`src/design/stbl_pkg.sv`:
```
`timescale 1ns / 1ps
// Shared types and constants for the sorted table block.
// No dependencies; imported by the interfaces, the cell and the top level.
package stbl_pkg;

	localparam int CAPACITY_DEF  = 16;
	localparam int KEY_WIDTH_DEF = 16;

	localparam int FUNC_W = 2;
	localparam int KEY_W  = 16;
	localparam int POS_W  = 5;
	localparam int CNT_W  = 5;

	localparam logic [FUNC_W-1:0] FUNC_INSERT = 2'd0;
	localparam logic [FUNC_W-1:0] FUNC_REMOVE = 2'd1;
	localparam logic [FUNC_W-1:0] FUNC_LOCATE = 2'd2;

	// Broadcast control from the sequencer to every cell of the row
	typedef struct packed {
		logic ins;
		logic rem;
	} cell_ctl_t;

endpackage

```
`src/design/stbl_in_if.sv`:
```
`timescale 1ns / 1ps
// Request channel: operation code and key with a valid/ready handshake.
// Depends on stbl_pkg for the field widths.
interface stbl_in_if import stbl_pkg::*; ();
	logic              valid;
	logic              ready;
	logic [FUNC_W-1:0] func;
	logic [KEY_W-1:0]  key;

	modport source (output valid, output func, output key, input ready);
	modport sink   (input valid, input func, input key, output ready);
endinterface

```
`src/design/stbl_out_if.sv`:
```
`timescale 1ns / 1ps
// Result channel: ok, found, position and count with a valid/ready handshake.
// Depends on stbl_pkg for the field widths.
interface stbl_out_if import stbl_pkg::*; ();
	logic             valid;
	logic             ready;
	logic             ok;
	logic             found;
	logic [POS_W-1:0] position;
	logic [CNT_W-1:0] count;

	modport source (output valid, output ok, output found, output position,
		output count, input ready);
	modport sink   (input valid, input ok, input found, input position,
		input count, output ready);
endinterface

```
`src/design/stbl_cell.sv`:
```
`timescale 1ns / 1ps
// One slot of the sorted row: holds a key and its occupancy bit, compares
// against the broadcast key and shifts with its neighbors. Uses stbl_pkg.
module stbl_cell import stbl_pkg::*; #(
	parameter int KEY_WIDTH = KEY_WIDTH_DEF
) (
	input  logic                 clk,
	input  logic                 arst_n,
	input  cell_ctl_t            ctl,
	input  logic [KEY_WIDTH-1:0] key,
	input  logic [KEY_WIDTH-1:0] prev_entry,
	input  logic                 prev_valid,
	input  logic                 prev_lt,
	input  logic [KEY_WIDTH-1:0] next_entry,
	input  logic                 next_valid,
	output logic [KEY_WIDTH-1:0] entry,
	output logic                 valid,
	output logic                 lt,
	output logic                 eq,
	output logic                 boundary
);

	logic [KEY_WIDTH-1:0] entry_q;
	logic                 valid_q;

	assign entry    = entry_q;
	assign valid    = valid_q;
	assign lt       = valid_q && (entry_q < key);
	assign eq       = valid_q && (entry_q == key);
	// first slot not less than the key
	assign boundary = !lt && prev_lt;

	always_ff @(posedge clk) begin
		if (ctl.ins && !lt) begin
			entry_q <= prev_lt ? key : prev_entry;
		end else if (ctl.rem && !lt) begin
			entry_q <= next_entry;
		end
	end

	always_ff @(posedge clk or negedge arst_n) begin
		if (!arst_n) begin
			valid_q <= 1'b0;
		end else if (ctl.ins && !lt) begin
			valid_q <= prev_valid;
		end else if (ctl.rem && !lt) begin
			valid_q <= next_valid;
		end
	end

endmodule

```
`src/design/sorted_table_insert_remove_core.sv`:
```
`timescale 1ns / 1ps
// Sorted key table built from a row of compare-and-shift cells.
// A request is held in an input register, and its result is registered in the result register.
// Throughput: one item per cycle while results are taken; each item compares against every cell and
// the row shifts in the cycle the item leaves its input register.
// Reset clears the entry count and every cell's occupancy bit; keys are not reset.
module sorted_table_insert_remove_core import stbl_pkg::*; #(
	parameter int CAPACITY  = CAPACITY_DEF,
	parameter int KEY_WIDTH = KEY_WIDTH_DEF
) (
	input  logic clk,
	input  logic arst_n,
	stbl_in_if.sink    req,
	stbl_out_if.source rsp
);

	localparam int IDX_W = $clog2(CAPACITY + 1);

	// request stage
	logic              busy_s1;
	logic [FUNC_W-1:0] func_s1;
	logic [KEY_W-1:0]  key_s1;

	// result register
	logic             out_valid_q;
	logic             ok_q;
	logic             found_q;
	logic [POS_W-1:0] pos_q;
	logic [CNT_W-1:0] cnt_q;

	logic [IDX_W-1:0] count_q;
	logic [IDX_W-1:0] count_nxt;

	logic                 advance;
	logic                 full;
	logic                 found;
	logic                 do_ins;
	logic                 do_rem;
	logic [IDX_W-1:0]     idx;
	logic [KEY_WIDTH-1:0] key_ext;
	cell_ctl_t            ctl;

	logic [KEY_WIDTH-1:0] entry_w [CAPACITY];
	logic [CAPACITY-1:0]  valid_w;
	logic [CAPACITY-1:0]  lt_w;
	logic [CAPACITY-1:0]  eq_w;
	logic [CAPACITY-1:0]  bnd_w;

	// key is zero-extended, or taken in its low KEY_WIDTH bits when KEY_WIDTH is narrower
	generate
		if (KEY_WIDTH >= KEY_W) begin : g_key_wide
			assign key_ext = KEY_WIDTH'(key_s1);
		end else begin : g_key_narrow
			assign key_ext = key_s1[KEY_WIDTH-1:0];
		end
	endgenerate

	assign advance   = busy_s1 && (!out_valid_q || rsp.ready);
	assign req.ready = !busy_s1 || advance;

	assign full   = (count_q == IDX_W'(CAPACITY));
	assign found  = |eq_w;
	assign do_ins = advance && (func_s1 == FUNC_INSERT) && !full;
	assign do_rem = advance && (func_s1 == FUNC_REMOVE) && found;

	assign ctl.ins = do_ins;
	assign ctl.rem = do_rem;

	always_comb begin
		idx = '0;
		for (int i = 0; i < CAPACITY; i++) begin
			if (bnd_w[i]) begin
				idx = idx | IDX_W'(i);
			end
		end
		// every held entry is less than the key on a full row
		if (lt_w[CAPACITY-1]) begin
			idx = IDX_W'(CAPACITY);
		end
	end

	always_comb begin
		count_nxt = count_q;
		if (do_ins) begin
			count_nxt = count_q + IDX_W'(1);
		end else if (do_rem) begin
			count_nxt = count_q - IDX_W'(1);
		end
	end

	genvar g;
	generate
		for (g = 0; g < CAPACITY; g++) begin : g_cell
			logic [KEY_WIDTH-1:0] p_entry;
			logic                 p_valid;
			logic                 p_lt;
			logic [KEY_WIDTH-1:0] n_entry;
			logic                 n_valid;

			if (g == 0) begin : g_first
				assign p_entry = key_ext;
				assign p_valid = 1'b1;
				assign p_lt    = 1'b1;
			end else begin : g_mid
				assign p_entry = entry_w[g-1];
				assign p_valid = valid_w[g-1];
				assign p_lt    = lt_w[g-1];
			end

			if (g == CAPACITY - 1) begin : g_last
				assign n_entry = entry_w[g];
				assign n_valid = 1'b0;
			end else begin : g_inner
				assign n_entry = entry_w[g+1];
				assign n_valid = valid_w[g+1];
			end

			stbl_cell #(
				.KEY_WIDTH(KEY_WIDTH)
			) u_cell (
				.clk        (clk),
				.arst_n     (arst_n),
				.ctl        (ctl),
				.key        (key_ext),
				.prev_entry (p_entry),
				.prev_valid (p_valid),
				.prev_lt    (p_lt),
				.next_entry (n_entry),
				.next_valid (n_valid),
				.entry      (entry_w[g]),
				.valid      (valid_w[g]),
				.lt         (lt_w[g]),
				.eq         (eq_w[g]),
				.boundary   (bnd_w[g])
			);
		end
	endgenerate

	always_ff @(posedge clk or negedge arst_n) begin
		if (!arst_n) begin
			busy_s1     <= 1'b0;
			out_valid_q <= 1'b0;
			count_q     <= '0;
		end else begin
			if (req.valid && req.ready) begin
				busy_s1 <= 1'b1;
			end else if (advance) begin
				busy_s1 <= 1'b0;
			end
			if (advance) begin
				out_valid_q <= 1'b1;
			end else if (rsp.ready) begin
				out_valid_q <= 1'b0;
			end
			count_q <= count_nxt;
		end
	end

	always_ff @(posedge clk) begin
		if (req.valid && req.ready) begin
			func_s1 <= req.func;
			key_s1  <= req.key;
		end
		if (advance) begin
			ok_q    <= (func_s1 == FUNC_INSERT) ? !full : found;
			found_q <= found;
			pos_q   <= POS_W'({1'b0, idx} + (IDX_W + 1)'(1));
			cnt_q   <= CNT_W'(count_nxt);
		end
	end

	assign rsp.valid    = out_valid_q;
	assign rsp.ok       = ok_q;
	assign rsp.found    = found_q;
	assign rsp.position = pos_q;
	assign rsp.count    = cnt_q;

endmodule

```
`src/flat_wrapper.sv`:
```
// flat-port wrapper written by rule: the top's interface ports become plain ports
module sorted_table_insert_remove_core_flat import stbl_pkg::*;
#(
	parameter int CAPACITY  = CAPACITY_DEF,
	parameter int KEY_WIDTH = KEY_WIDTH_DEF
)
  (clk, arst_n, req_valid, req_func, req_key, req_ready, rsp_valid, rsp_ok, rsp_found, rsp_position, rsp_count, rsp_ready);
  stbl_in_if req_i ();
  stbl_out_if rsp_i ();
  input  logic clk;
  input  logic arst_n;
  input wire logic [$bits(req_i.valid)-1:0] req_valid;
  input wire logic [$bits(req_i.func)-1:0] req_func;
  input wire logic [$bits(req_i.key)-1:0] req_key;
  output wire logic [$bits(req_i.ready)-1:0] req_ready;
  output wire logic [$bits(rsp_i.valid)-1:0] rsp_valid;
  output wire logic [$bits(rsp_i.ok)-1:0] rsp_ok;
  output wire logic [$bits(rsp_i.found)-1:0] rsp_found;
  output wire logic [$bits(rsp_i.position)-1:0] rsp_position;
  output wire logic [$bits(rsp_i.count)-1:0] rsp_count;
  input wire logic [$bits(rsp_i.ready)-1:0] rsp_ready;
  assign req_i.valid = req_valid;
  assign req_i.func = req_func;
  assign req_i.key = req_key;
  assign req_ready = req_i.ready;
  assign rsp_valid = rsp_i.valid;
  assign rsp_ok = rsp_i.ok;
  assign rsp_found = rsp_i.found;
  assign rsp_position = rsp_i.position;
  assign rsp_count = rsp_i.count;
  assign rsp_i.ready = rsp_ready;
  sorted_table_insert_remove_core #(.CAPACITY(CAPACITY), .KEY_WIDTH(KEY_WIDTH)) u_core (.clk(clk), .arst_n(arst_n), .req(req_i), .rsp(rsp_i));
endmodule
```
`config.mk`:
```
export PLATFORM = sky130hd
export DESIGN_NAME = sorted_table_insert_remove_core_flat
export DESIGN_NICKNAME = d
export VERILOG_FILES = /design/src/design/stbl_pkg.sv /design/src/design/stbl_in_if.sv /design/src/design/stbl_out_if.sv /design/src/design/stbl_cell.sv /design/src/design/sorted_table_insert_remove_core.sv /design/src/flat_wrapper.sv
export SDC_FILE = /design/constraint.sdc
export NUM_CORES = 1
export LEC_CHECK = 0
export BUFFER_PORTS_ARGS = -buffer_cell sky130_fd_sc_hd__buf_2
export CELL_PAD_IN_SITES_DETAIL_PLACEMENT = 1
export CELL_PAD_IN_SITES_GLOBAL_PLACEMENT = 1
export CORE_MARGIN = 4
export CORE_UTILIZATION = 26
export CTS_BUF_LIST = sky130_fd_sc_hd__clkbuf_16
export CTS_CLUSTER_SIZE = 30
export DETAILED_ROUTE_END_ITERATION = 16
export MAX_ROUTING_LAYER = met4
export PLACE_DENSITY_LB_ADDON = 0.12
export SLEW_MARGIN = 0
export SYNTH_ARGS = -nofsm -noshare
export SYNTH_HDL_FRONTEND = slang
export SYNTH_SLANG_ARGS = --single-unit
```
`constraint.sdc`:
```
create_clock -name clk -period 12.3 [get_ports clk]
set_input_delay 1.23 -clock clk [delete_from_list [all_inputs] [get_ports clk]]
set_output_delay 1.23 -clock clk [all_outputs]
set_load 0.01 [all_outputs]
```
==> impl_metrics.yaml, run 1 <==
status:
  status: "completed"
setup_path:
  worstSetupPathType: "reg2reg"
  arrival_time_of_data_at_the_critical_path_endpoint_ns: 6.08
  ff2ff_path_depth: 14
  critical_path.max_stage_delay_ns: 0.77
  setup.worst_path.start_class: "flop"
  slowest_cell_on_the_critical_path: "nor2b_1"
  r2r-start: "u_core.g_cell[0].p_entry[15]"
  path_cells: "inv_1, buf_4, ha_1, nand4_1, nor4_1, nand4_1, o2111ai_1, nor4_2, nor2b_1, o21ai_2, buf_4, nor2b_1, buf_4, mux2_2"
  critPathLaunch: "u_core.g_cell[0].p_entry[15]"
  endpoint_kind: "flop"
  r2r_endpoint: "u_core.g_cell[13].u_cell.valid"
  path_common_cell: "buf_4"
  worstPathMaxFanout: 25
  required_ns: 12.75
  ff2ff_setup_slack_ns: 6.67
yosys:
  synth.avg_cell_area_um2: 9.57
  postSynthNetCount: 2443
  synthesis.area_um2: 20700
  ys_top_cells_by_area: "edfxtp_1 (42%), ha_1 (16%), a21oi_1 (9.5%), nor2_1 (6.0%), mux2i_1 (3.5%)"
  number_of_synthesized_flops_with_an_enable_pin: 286
  ys_async_sr_fraction: 0.0744
  synth_ff_type: "edfxtp_1"
  syn-instance-count: 2162
  synth_warnings: 0
  yosys_register_bits: 309
  synth-seq-area-share: 0.443
  synth_top_cell_area_share: 0.415
  synth_largest_area_cell: "edfxtp_1"
  synth.distinct_cells: 68
clocking:
  cts.root.buffer_cell: "clkbuf_16"
  postCtsResizedCells: 0
  tritoncts_buffer_count: 41
  cts.repair_timing.setup_buffer_count: 0
  clock_tree.buffer_depth: 3
  numClockSinks: 309
  insertion_delay_ns: 0.57
  cts-htree-levels: 2
  clkTransAtPathRegs_ns: 0.06
  hold_buffers: 0
  cts_tree: "yes"
sta:
  final.setup.tns_ns: 0
  max-slew-margin-rel: 0.207
  setup_viol_count_final: 0
  rsz0062_at_grt: "no"
  fin_skew_ns: 0.0145
  whs_ns: 0.486
  timing.final.hold_violations: 0
  timing.final.max_slew_violations: 0
  min_period_ns: 5.63
  layout_worst_path_cycle_share: 0.458
  max_freq_mhz: 178
  tightestPinTransition_ns: 1.19
drt:
  drtPass1Iterations: 5
  detail_route.iter0.violations: 1158
  via_per_inst: 5.21
  routed_via_count: 17000
  drt.antenna.violating_nets: 0
  remaining_drc_errors: 0
  finalWirelength_um: 86800
  avgRoutedWirePerCell_um: 26.6
global_route:
  first_global_vias: 17900
  largest_net_degree_at_the_start_of_global_routing: 37
  grt_remaining_overflow: 0
  groute.usage.overall: 0.209
  grt_first_pass_wirelength_um: 127000
  grt_antenna_before_repair: 6
cells_and_area:
  post_layout_nonfiller_instances: 3267
  num-nets-final: 2464
  final_common_cell: "a21oi_1"
  drive_above_1_share: 0.0876
  mostFrequentLayoutCells: "a21oi_1 (389), nor2_1 (327), edfxtp_1 (286)"
  area_delta_synth_final_pct: 13.3
pwr:
  ir_worst_vdd_uv: 88.9
  power.combinational.fraction: 0.169
  power_leakage_nw: 9.36
  swShare: 0.306
  p_per_area_nw_per_um2: 125
  power.sequential.fraction: 0.449
  power.clock.fraction: 0.382
  power.switching_mw: 0.900
  internal-power_mw: 2.04
place:
  dp.cells: 3190
  replace_congestion: 0.850
  hpwl_um: 63700
  port-buffer-count: 35
floorplanning:
  floorplan.die_area_um2: 84100
  starting_utilization_of_the_core_area: 0.262
  placementRows: 103
  dieWidth_um: 290
  number_of_primary_i_o_pins: 36
  core-area_um2: 78900
  die_h_um: 290
worst_hold_path:
  hold-path-cell-count: 1
  min_from: "u_core.count_q[4]"
  worstHoldEndpoint: "u_core.count_q[4]"
  timing.hold.worst.class: "reg2reg"
flow_run:
  drv_cap: 0
-- power groups by stage --
stage / sequential (mW) / clock [mW] / combinational [mW]
6_report: 1.32 / 1.12 / 0.497
5_1_grt: 1.32 / 1.20 / 0.566
4_1_cts: 1.32 / 1.16 / 0.504
3_5_place_dp: 1.34 / 0 / 0.502
3_3_place_gp: 1.34 / 0 / 0.487
2_1_floorplan: 1.30 / 0 / 0.313
-- layer usage --
layer  global-route usage  wire length [µm]
met2                0.341             41600
met4               0.0635              2800
met3               0.0311              3580
met5                    -                 0
met1                0.268             38900
-- registers in the layout, summed over array words and instances (netlist names), 2 cells and up --
name / count
u_core.rsp.count: 5
u_core.count_q: 5
u_core.g_cell.u_cell.valid: 16
u_core.g_cell.p_entry: 16
u_core.rsp.position: 5
u_core.g_cell.u_cell.entry: 256
u_core.func_s1: 2
-- worst max-delay path, delay by kind of cell (launching register included) --
kind	cells	cell delay [ns]
compound gates	2	0.34
fa+ha+maj	1	0.35
buf+inv	4	1.39
flops	1	0.69
mux	1	0.35
simple gates	6	2.35
-- how the worst max path moves through the flow --
stage | end | slack [ns] | cells after the start
final | u_core.g_cell[13].u_cell.valid | 6.67 | 14
after global routing | u_core.g_cell[1].u_cell.valid | 6.38 | 14
after CTS | u_core.g_cell[1].u_cell.valid | 6.65 | 14
after detailed placement | u_core.g_cell[13].u_cell.valid | 6.69 | 14
after global placement | u_core.g_cell[13].u_cell.valid | 6.79 | 14
after floorplan | u_core.g_cell[0].u_cell.entry[0] | 8.15 | 13
-- cell families (layout without fill, tap and decap cells) --
logic type               count (synthesis)  in the layout  synth area share
XOR/XNOR                                 5              5           0.00212
buffers and inverters                  162            215            0.0302
AO/OA/AOI/OAI                          603            603             0.159
other                                    0              2                 0
multiplexers                           100            100            0.0501
flip-flops                             309            309             0.443
adder cells (fa/ha/maj)                259            259             0.157
AND/OR/NAND/NOR                        724            724             0.158
-- cell usage after synthesis (4+ instances only) --
master,instances
nand2_1,186
buf_2,13
nand2b_1,18
nand4b_1,5
mux2_2,23
nor2b_1,30
ha_1,259
nand3b_1,6
mux2_1,5
nor4_1,8
clkbuf_1,102
a21o_1,26
o21ai_0,128
edfxtp_1,286
dfrtp_1,23
nor2_1,329
and2_1,9
nand3_1,24
a211oi_1,4
inv_1,44
o21ai_1,5
a21oi_1,391
and3_1,16
mux2i_1,72
o211ai_1,14
nand4_1,61
or4_1,6
nor3_1,9
-- area by class of cell --
class                      count  area, µm²
antenna                        2       5.00
clock buffer                  43       1080
clock inverter                32        133
fill                        8992      55400
inverter                      44        165
multi-input combinational   1691      10900
sequential                   309       9160
tap                         1050       1310
timing repair buffer          96        633
-- per-stage QoR --
| stage | cell area (µm²) | power, mW | util | setup slack (ns) |
|---|---|---|---|---|
| 2_1_floorplan | 20700 | 1.62 | - | 8.15 |
| 3_3_place_gp | 22200 | 1.83 | 0.282 | 6.79 |
| 3_5_place_dp | 22200 | 1.84 | 0.282 | 6.69 |
| 4_1_cts | 23400 | 2.98 | 0.297 | 6.65 |
| 5_1_grt | 23400 | 3.09 | 0.297 | 6.38 |
| 6_report | 23400 | 2.94 | 0.297 | 6.67 |
Power figures use the tool's default switching activity.
==> run 2, diff against run 1 <==
==> constraint.sdc (replaced) <==
create_clock -name clk -period 5.2 [get_ports clk]
set_input_delay 0.52 -clock clk [delete_from_list [all_inputs] [get_ports clk]]
set_output_delay 0.52 -clock clk [all_outputs]
set_load 0.01 [all_outputs]
==> impl_metrics.yaml, run 2 (synthesis results as in run 1) <==
status:
  status: "completed"
pwr:
  power.sequential.fraction: 0.416
  power.combinational.fraction: 0.167
  p_per_area_nw_per_um2: 308
  power.clock.fraction: 0.417
  power.switching_mw: 2.22
  ir_worst_vdd_uv: 212
  internal-power_mw: 5.25
  power_leakage_nw: 9.77
  swShare: 0.298
drt:
  drtPass1Iterations: 5
  routed_via_count: 17200
  drt.antenna.violating_nets: 0
  remaining_drc_errors: 0
  detail_route.iter0.violations: 929
  via_per_inst: 5.14
  avgRoutedWirePerCell_um: 25.8
  finalWirelength_um: 86100
setup_path:
  path_buf_inv: 5
  worstSetupPathType: "reg2reg"
  worstPathMaxFanout: 21
  slowest_cell_on_the_critical_path: "edfxtp_1"
  path_cells: "inv_1, buf_4, ha_1, nand2_1, nor4_1, nand4_1, o2111ai_1, nor4_1, buf_4, nor2b_1, o21ai_2, buf_12, nor2b_1, buf_4"
  r2r-start: "u_core.g_cell[0].p_entry[7]"
  critical_path.max_stage_delay_ns: 0.54
  ff2ff_path_depth: 14
  path_common_cell: "buf_4"
  arrival_time_of_data_at_the_critical_path_endpoint_ns: 4.71
  ff2ff_setup_slack_ns: 0.78
  cp_delay_by_family_top: "simple AND/OR/NAND/NOR gates"
  required_ns: 5.49
  endpoint_kind: "flop"
  r2r_endpoint: "u_core.g_cell[7].u_cell.entry[2]"
  setup.worst_path.start_class: "flop"
floorplanning:
  core-area_um2: 78900
  placementRows: 103
  dieWidth_um: 290
  number_of_primary_i_o_pins: 36
  starting_utilization_of_the_core_area: 0.262
  floorplan.die_area_um2: 84100
  die_h_um: 290
place:
  replace_congestion: 0.831
  port-buffer-count: 35
  hpwl_um: 66000
  dpl_worst_slack_ns: 0.840
cells_and_area:
  mostFrequentLayoutCells: "a21oi_1 (389), nor2_1 (327), edfxtp_1 (286)"
  largest_reg_flops: 256
  fillCellCount: 8970
  num-nets-final: 2532
  area_delta_synth_final_pct: 17.3
  drive_above_1_share: 0.119
  multi_input_logic_area_um2: 10900
  final_common_cell: "a21oi_1"
  ff_latch_area_um2: 9160
clocking:
  cts.repair_timing.setup_buffer_count: 0
  postCtsResizedCells: 0
  tritoncts_buffer_count: 43
  cts.root.buffer_cell: "clkbuf_16"
  cts_tree: "yes"
  clock_tree.buffer_depth: 3
  numClockSinks: 309
  cts-htree-levels: 2
  hold_buffers: 0
  insertion_delay_ns: 0.60
  clkTransAtPathRegs_ns: 0.06
sta:
  tightestPinTransition_ns: 0.999
  min_period_ns: 4.42
  timing.final.hold_violations: 0
  fin_skew_ns: 0.0264
  rsz0062_at_grt: "no"
  final.setup.tns_ns: 0
  timing.final.max_slew_violations: 0
  layout_worst_path_cycle_share: 0.850
  setup_viol_count_final: 0
  timing.final.ws_setup_ns: 0.782
  max-slew-margin-rel: 0.334
  max_freq_mhz: 226
global_route:
  grt_antenna_before_repair: 3
  grt_remaining_overflow: 0
  first_global_vias: 18400
  groute.usage.overall: 0.206
  largest_net_degree_at_the_start_of_global_routing: 35
  grt_first_pass_wirelength_um: 126000
worst_hold_path:
  timing.hold.worst.class: "in2async"
flow_run:
  drv_cap: 0
-- run 2: cell count changes in the layout (fill, tap and decap cells not counted), sizes merged --
cell / previous run / this run
diode: 2 / 1
buf: 96 / 162
inv: 63 / 49
bufinv: 0 / 7
clkinv: 13 / 23
clkinvlp: 0 / 2
-- run 2: area by class of cell --
class	count	area share
Antenna cell	1	0.000103
Clock inverter	37	0.0155
Clock buffer	43	0.0444
Timing Repair Buffer	162	0.0506
Inverter	44	0.00681
Sequential cell	309	0.378
Multi-Input combinational cell	1691	0.451
Tap cell	1050	0.0542
-- run 2: layer usage --
metal	global-route usage	wire length (µm)
met3	0.0266	3200
met4	0.0588	2630
met5	-	0
met1	0.258	37800
met2	0.350	42500
-- run 2: power groups by stage --
| stage | logic (mW) | registers, mW | clock network (mW) |
|---|---|---|---|
| after floorplan | 0.741 | 3.08 | 0 |
| after global placement | 1.21 | 3.16 | 0 |
| after detailed placement | 1.26 | 3.15 | 0 |
| after CTS | 1.27 | 3.11 | 3.21 |
| after global routing | 1.41 | 3.12 | 3.30 |
| final | 1.25 | 3.10 | 3.12 |
-- run 2: how the worst max path moves through the flow --
stage                                            start                                end  slack (ns)  cells past startpoint
after CTS                  u_core.g_cell[0].p_entry[7]  u_core.g_cell[7].u_cell.entry[15]        0.79                     14
after detailed placement   u_core.g_cell[0].p_entry[4]  u_core.g_cell[7].u_cell.entry[15]        0.84                     14
final                      u_core.g_cell[0].p_entry[7]   u_core.g_cell[7].u_cell.entry[2]        0.78                     14
after floorplan           u_core.g_cell[0].p_entry[15]   u_core.g_cell[4].u_cell.entry[0]        1.05                     13
after global placement     u_core.g_cell[0].p_entry[7]             u_core.rsp.position[4]        0.91                     14
after global routing       u_core.g_cell[0].p_entry[7]   u_core.g_cell[7].u_cell.entry[1]        0.61                     14
-- run 2: stage by stage --
step / hold slack [ns] / utilization / cells / area (µm²) / power (mW)
after floorplan: 0.224 / - / 2162 / 20700 / 3.82
after global placement: 0.474 / 0.289 / 3256 / 22800 / 4.37
after detailed placement: 0.478 / 0.289 / 3256 / 22800 / 4.41
after CTS: 0.0510 / 0.308 / 3336 / 24300 / 7.58
after global routing: 0.0668 / 0.308 / 3337 / 24300 / 7.83
final: 0.0625 / 0.308 / 3337 / 24300 / 7.47
==> run 3, diff against run 2 <==
==> constraint.sdc (replaced) <==
create_clock -name clk -period 4.5 [get_ports clk]
set_input_delay 0.45 -clock clk [delete_from_list [all_inputs] [get_ports clk]]
set_output_delay 0.45 -clock clk [all_outputs]
set_load 0.01 [all_outputs]
==> impl_metrics.yaml, run 3 (synthesis results as in run 1) <==
floorplanning:
  dieWidth_um: 290
  placementRows: 103
  core-area_um2: 78900
  die_h_um: 290
  number_of_primary_i_o_pins: 36
  floorplan.die_area_um2: 84100
  starting_utilization_of_the_core_area: 0.262
global_route:
  grt_antenna_before_repair: 4
  grt_remaining_overflow: 0
  first_global_vias: 18600
  grt_first_pass_wirelength_um: 128000
  largest_net_degree_at_the_start_of_global_routing: 36
  groute.usage.overall: 0.210
pwr:
  power_leakage_nw: 9.82
  ir_worst_vdd_uv: 256
  p_per_area_nw_per_um2: 339
drt:
  met2RoutedLength_um: 42200
  routed.top_layer: "met4"
  remaining_drc_errors: 0
  finalWirelength_um: 87400
  drt.antenna.violating_nets: 0
  via_per_inst: 5.16
  routed_via_count: 17300
  met3_wirelength_um: 2830
  avgRoutedWirePerCell_um: 26.0
  drtPass1Iterations: 5
  met1_routed_wirelength_after_detailed_routing_um: 39700
  detail_route.iter0.violations: 1224
sta:
  tightestPinTransition_ns: 1.11
  layout_worst_path_cycle_share: 0.931
  timing.final.ws_setup_ns: 0.310
  min_period_ns: 4.19
  timing.final.hold_violations: 0
  rsz0062_at_grt: "no"
  setup_viol_count_final: 0
  fin_skew_ns: 0.0447
  timing.final.max_slew_violations: 0
  max-slew-margin-rel: 0.258
  max_freq_mhz: 239
  final.setup.tns_ns: 0
worst_hold_path:
  hold-path-cell-count: 1
  min_from: "req_key[12]"
  worstHoldEndpoint: "u_core.g_cell[0].p_entry[12]"
  timing.hold.worst.class: "in2reg"
cells_and_area:
  multi_input_logic_area_um2: 10900
  mostFrequentLayoutCells: "a21oi_1 (389), nor2_1 (327), edfxtp_1 (286)"
  final_core_util: 0.308
  largest_reg_flops: 256
  drive_above_1_share: 0.121
  fillCellCount: 9021
  area_delta_synth_final_pct: 17.6
  ff_latch_area_um2: 9160
  final_common_cell: "a21oi_1"
  num-nets-final: 2553
setup_path:
  setup.worst_path.start_class: "flop"
  cp_delay_by_family_top: "simple AND/OR/NAND/NOR gates"
  path_common_cell: "buf_4"
  required_ns: 4.99
  r2r_endpoint: "u_core.g_cell[6].u_cell.valid"
  path_cells: "inv_1, buf_12, buf_4, ha_1, nand3_1, nor4_1, nand4_1, nand4_1, nor4_1, nor2b_1, o21ai_2, buf_4, nor2b_1, buf_4, mux2_2"
  worstPathMaxFanout: 11
  slowest_cell_on_the_critical_path: "nor4_1"
  critical_path.max_stage_delay_ns: 0.50
  arrival_time_of_data_at_the_critical_path_endpoint_ns: 4.68
  critPathLaunch: "u_core.g_cell[0].p_entry[14]"
  r2r-start: "u_core.g_cell[0].p_entry[14]"
  endpoint_kind: "flop"
  path_buf_inv: 5
  ff2ff_setup_slack_ns: 0.31
  ff2ff_path_depth: 15
  worstSetupPathType: "reg2reg"
place:
  replace_congestion: 0.882
  hpwl_um: 66200
  dpl_worst_slack_ns: 0.221
  port-buffer-count: 35
clocking:
  cts.root.buffer_cell: "clkbuf_16"
  numClockSinks: 309
  cts_tree: "yes"
  tritoncts_buffer_count: 42
  insertion_delay_ns: 0.61
  clock_tree.buffer_depth: 3
  clkTransAtPathRegs_ns: 0.07
  postCtsResizedCells: 0
  cts-htree-levels: 2
flow_run:
  drv_cap: 0
status:
  status: "completed"
## run 3: repair_timing
action / CTS / global route
hold endpoints to repair: 24 / 0
hold buffers: 9 / 0
buffers inserted: 0 / 4
endpoints found under the setup margin: 0 / 8
## run 3: through the flow
step	hold WS, ns	std cells	power [mW]	area (µm²)
6_report	0.0733	3358	8.25	24300
5_1_grt	0.0405	3358	8.67	24300
4_1_cts	0.0225	3351	8.38	24300
3_5_place_dp	0.484	3265	5.11	22900
3_3_place_gp	0.467	3265	5.06	22900
2_1_floorplan	0.154	2162	4.42	20700
## run 3: area by class of cell
| class | instances | area share |
|---|---|---|
| repair buffers | 184 | 0.0603 |
| well taps | 1050 | 0.0540 |
| inverters | 44 | 0.00679 |
| flip-flops and latches | 309 | 0.377 |
| clock inverters | 35 | 0.00895 |
| clock buffers | 42 | 0.0432 |
| multi-input cells | 1691 | 0.450 |
| diodes | 3 | 0.000309 |
## run 3: worst max path at each step
stage	end	slack (ns)	depth (start not counted)
floorplan	u_core.g_cell[4].u_cell.entry[0]	0.35	13
global placement	u_core.rsp.position[4]	0.21	15
global route	u_core.rsp.position[4]	0.09	16
finish	u_core.g_cell[6].u_cell.valid	0.31	15
CTS	u_core.rsp.position[4]	0.18	15
detailed placement	u_core.rsp.position[4]	0.22	15
## run 3: power breakdown
part	switching, mW	internal (mW)
Clock	1.44	1.76
Sequential	0.193	3.39
Combinational	0.936	0.526
## run 3: routing by layer
metal  vias to the layer above  track usage
li1                       8179            -
met1                      8754        0.267
met2                       284        0.354
met3                       115       0.0247
met4                         0       0.0577
met5                         -            -
## run 3: worst register-to-register path: stages, from the launching register on
cell      delay [ns]
edfxtp_1        0.37
inv_1           0.16
buf_12          0.17
buf_4           0.19
ha_1            0.33
nand3_1         0.12
nor4_1          0.50
nand4_1         0.38
nand4_1         0.24
nor4_1          0.08
nor2b_1         0.18
o21ai_2         0.28
buf_4           0.36
nor2b_1         0.16
buf_4           0.20
mux2_2          0.35
